$ cat config.mk
export PLATFORM = sky130hd
export DESIGN_NAME = plq_ram
export DESIGN_NICKNAME = d
export VERILOG_FILES = /design/src/rtl/plq_ram.sv
export SDC_FILE = /design/constraint.sdc
export NUM_CORES = 2
export LEC_CHECK = 0
export BUFFER_PORTS_ARGS = -buffer_cell sky130_fd_sc_hd__buf_2
export CELL_PAD_IN_SITES_DETAIL_PLACEMENT = 0
export CELL_PAD_IN_SITES_GLOBAL_PLACEMENT = 2
export CORE_MARGIN = 8
export CORE_UTILIZATION = 51
export DETAILED_ROUTE_END_ITERATION = 8
export GPL_TIMING_DRIVEN = 0
export PLACE_DENSITY = 0.76
export RECOVER_POWER = 50
export SLEW_MARGIN = 20
export SYNTH_ARGS = -nofsm -noshare
export SYNTH_HDL_FRONTEND = slang
export SYNTH_SLANG_ARGS = --single-unit
export TNS_END_PERCENT = 30
$ cat constraint.sdc
create_clock -name clk -period 3.65 [get_ports clk]
set_input_delay 0.1825 -clock clk [delete_from_list [all_inputs] [get_ports clk]]
set_output_delay 0.1825 -clock clk [all_outputs]
set_load 0.02 [all_outputs]
$ cat src/rtl/plq_ram.sv
// Generic single-write, single-read RAM with registered read data.
`default_nettype none
module plq_ram #(
    parameter int W = 32,
    parameter int D = 64
) (
    input  wire logic                 clk,
    input  wire logic                 wr_en,
    input  wire logic [$clog2(D)-1:0] wr_addr,
    input  wire logic [W-1:0]         wr_data,
    input  wire logic                 rd_en,
    input  wire logic [$clog2(D)-1:0] rd_addr,
    output logic      [W-1:0]         rd_data
);
    logic [W-1:0] mem [D];

    // Write port and registered read port.
    always_ff @(posedge clk)
    begin
        if (wr_en)
        begin
            mem[wr_addr] <= wr_data;
        end
        if (rd_en)
        begin
            rd_data <= mem[rd_addr];
        end
    end
endmodule
`default_nettype wire

==> run_results.csv <==
group,metric,value,unit
setup_path,reg2reg_slack,0.67,ns
outcome,violations,"max-capacitance violations, max-slew violations",
cells_and_area,multi_input_area,16000,sq um
die,die_width,409,microns
outcome,status,"finished with violations",
cells_and_area,layout_commonest_cell,"edfxtp_1",
pwr,seqPwrFrac,0.528,
cells_and_area,synthToLayoutAreaGrowth,16.9,%
pwr,netSwitchingPower,10900,uW
cts,cts_htree_levels,4,
global_route,grt_max_degree,65,
cts,post_cts_buffers,0,
setup_path,crit_arrival,4.06,ns
timing,fin_crit,3.59,ns
cells_and_area,nets,3812,
pwr,peakVddDrop,0.000536,V
pwr,p_total,50400,uW
cts,clk_latency,0.82,ns
cells_and_area,seqCellArea,62500,sq um
setup_path,critPathRequiredTime,4.12,ns
timing,fin_ws,0.0579,ns
place,placement.io_buffers,70,
timing,final-setup-viol-count,0,
global_route,overflow,0,
cells_and_area,final_cell_area,92100,sq um
yosys,synth_area,78800,sq um
timing,finalHoldViolations,0,
cells_and_area,final_cell_mix,"edfxtp_1 (2080), mux4_2 (544), clkbuf_16 (208), clkbuf_1 (136), buf_2 (96)",
cells_and_area,drive_gt1_frac,0.297,
timing,slew_violations,2100,
place,pre_cts_slack,-0.952,ns
global_route,grt_pass1_vias,39200,
cts,cts_root_buf,"clkbuf_16",
die,chipHeight,409,microns
yosys,synth-edff-count,2080,
setup_path,worst-setup-path-type,"in -> reg",
place,placedInstanceArea,85200,sq um
detailed_routing,dr.pass1.iters,5,
run,drv_cap,33,
cts,cts_buffers,207,
global_route,grt_pass1_wl,318000,microns
detailed_routing,vias_per_cell,6.57,
die,die-area,167000,sq um
setup_path,start_kind,"input port",
timing,rsz0062_at_grt,"false",
global_route,grt_usage,0.277,
die,io_pins,79,
setup_path,crit_fanout,10,
detailed_routing,drt-initial-drc-count,6120,
place,dp_hpwl,156000,microns
pwr,power_frac_clock,0.416,
yosys,avgSynthCellArea,23.7,sq um
pwr,powerDensity,547,nW/um^2
timing,final.setup_skew,0.0223,ns
pwr,p_comb_frac,0.056,
timing,worstMarginPinSlew,3.70,ns
place,place_congestion,0.934,
cts,max-clock-path-buffers,3,
setup_path,crit_path_end_kind,"flip-flop",
detailed_routing,wire_per_inst,39.1,microns
detailed_routing,final_antenna_net_count,0,
yosys,ys_types,33,
die,num_rows,144,
timing,slew_headroom,-1.47,
pwr,intPower,39500,uW
cts,clk_pin_slew,0.06,ns
pwr,swShare,0.216,
worst_hold_path,hold_class,"in -> reg",
yosys,synth-seq-cells,2080,
yosys,seq_area_frac_synth,0.792,
die,core_area,154000,sq um
detailed_routing,vias,39400,
cells_and_area,fillers,10600,
global_route,antenna_found_initial,24,
yosys,syn_nets,3371,
detailed_routing,drcViolationCount,0,
yosys,synthArstFlopShare,0,
yosys,ys_warn_count,0,
yosys,syn_inst,3324,
timing,timing.hold.ws,0.0943,ns
cts,cts_tree,"yes",
cts,cts.sinks,2080,
timing,post-route-period-util,0.984,
detailed_routing,routed_wl,234000,microns
yosys,synthFlopType,"edfxtp_1",
timing,fmax,0.278,GHz
die,start_util,0.512,
pwr,power.leakage,0.0288,uW
[per-stage QoR]
stage | TNS, ns | std cells | utilization
2_1_floorplan | 0 | 3324 | -
3_3_place_gp | -2390.83 | 5438 | 0.531
3_5_place_dp | -10.17 | 5563 | 0.554
4_1_cts | 0 | 5964 | 0.598
5_1_grt | 0 | 5982 | 0.599
6_report | 0 | 5991 | 0.599
[area by class of cell]
class	instances	share of cell area
Clock buffer	251	0.0582
Sequential cell	2080	0.678
Timing Repair Buffer	232	0.0390
Buffer	182	0.00990
Tap cell	2044	0.0278
Clock inverter	131	0.0138
Antenna cell	9	0.000244
Multi-Input combinational cell	1062	0.173
[cell families (layout without fill, tap and decap cells)]
| logic type | Yosys count | count (layout) | synth area share |
|---|---|---|---|
| compound gates | 202 | 202 | 0.0167 |
| simple gates | 223 | 223 | 0.0126 |
| other cells | 0 | 9 | 0 |
| flops | 2080 | 2080 | 0.792 |
| buf+inv | 182 | 796 | 0.0112 |
| mux | 637 | 637 | 0.167 |
[per-layer routing]
metal	part of all wire	track usage	up-vias
li1	-	-	15200
met4	0.049	0.112	10
met3	0.11	0.0691	500
met1	0.38	0.381	21000
met5	0.0022	0.0195	-
met2	0.46	0.428	2606
[sequential cells by signal (all words and copies together), names as in the netlist]
register and flops:
rd_data 32, mem 2048
[power groups by stage]
stage / clock, uW / combinational [uW] / sequential [uW]
after floorplan: 0 / 1290 / 27100
after global placement: 0 / 2640 / 27100
after detailed placement: 0 / 2780 / 27100
after CTS: 21100 / 2810 / 26600
after global routing: 22000 / 2920 / 26600
final: 21000 / 2840 / 26600
[critical path: stages]
cell and delay, ns:
buf_2 0.37, buf_2 0.41, buf_2 0.38, clkbuf_1 0.81, mux4_2 0.43, o22ai_1 0.19, nor2_1 0.15, a21oi_1 0.76
nor2_1 0.33
[timing repair]
action / 4_1_cts / 5_1_grt
endpoints found under the hold margin: 624 / 654
hold buffers: 19 / 13
endpoints found under the setup margin: 2 / 2
resized for setup: 2 / 2
pin swaps: 0 / 0
[worst paths after layout]
| kind | start | end | depth (start not counted) |
|---|---|---|---|
| max | rd_addr[1] | rd_data[3]$_DFFE_PP_ | 9 |
| min | wr_addr[2] | mem[49][7]$_DFFE_PP_ | 2 |
| max reg2reg | mem[15][16]$_DFFE_PP_ | rd_data[16]$_DFFE_PP_ | 4 |
| min reg2reg | mem[12][17]$_DFFE_PP_ | rd_data[17]$_DFFE_PP_ | 4 |
[cells in the mapped netlist, drive strengths merged, types with 12 or more instances]
cell type / number / share of area
o221ai: 27 / 0.0030
edfxtp: 2080 / 0.79
o22ai: 84 / 0.0067
a21oi: 62 / 0.0039
a22oi: 12 / 0.0011
buf: 108 / 0.0077
mux2i: 93 / 0.012
nor2b: 15 / 0.0012
clkbuf: 74 / 0.0035
nand2: 26 / 0.0012
nor2: 137 / 0.0065
mux4: 544 / 0.16
No activity file was read; power rests on OpenSTA's default activity.
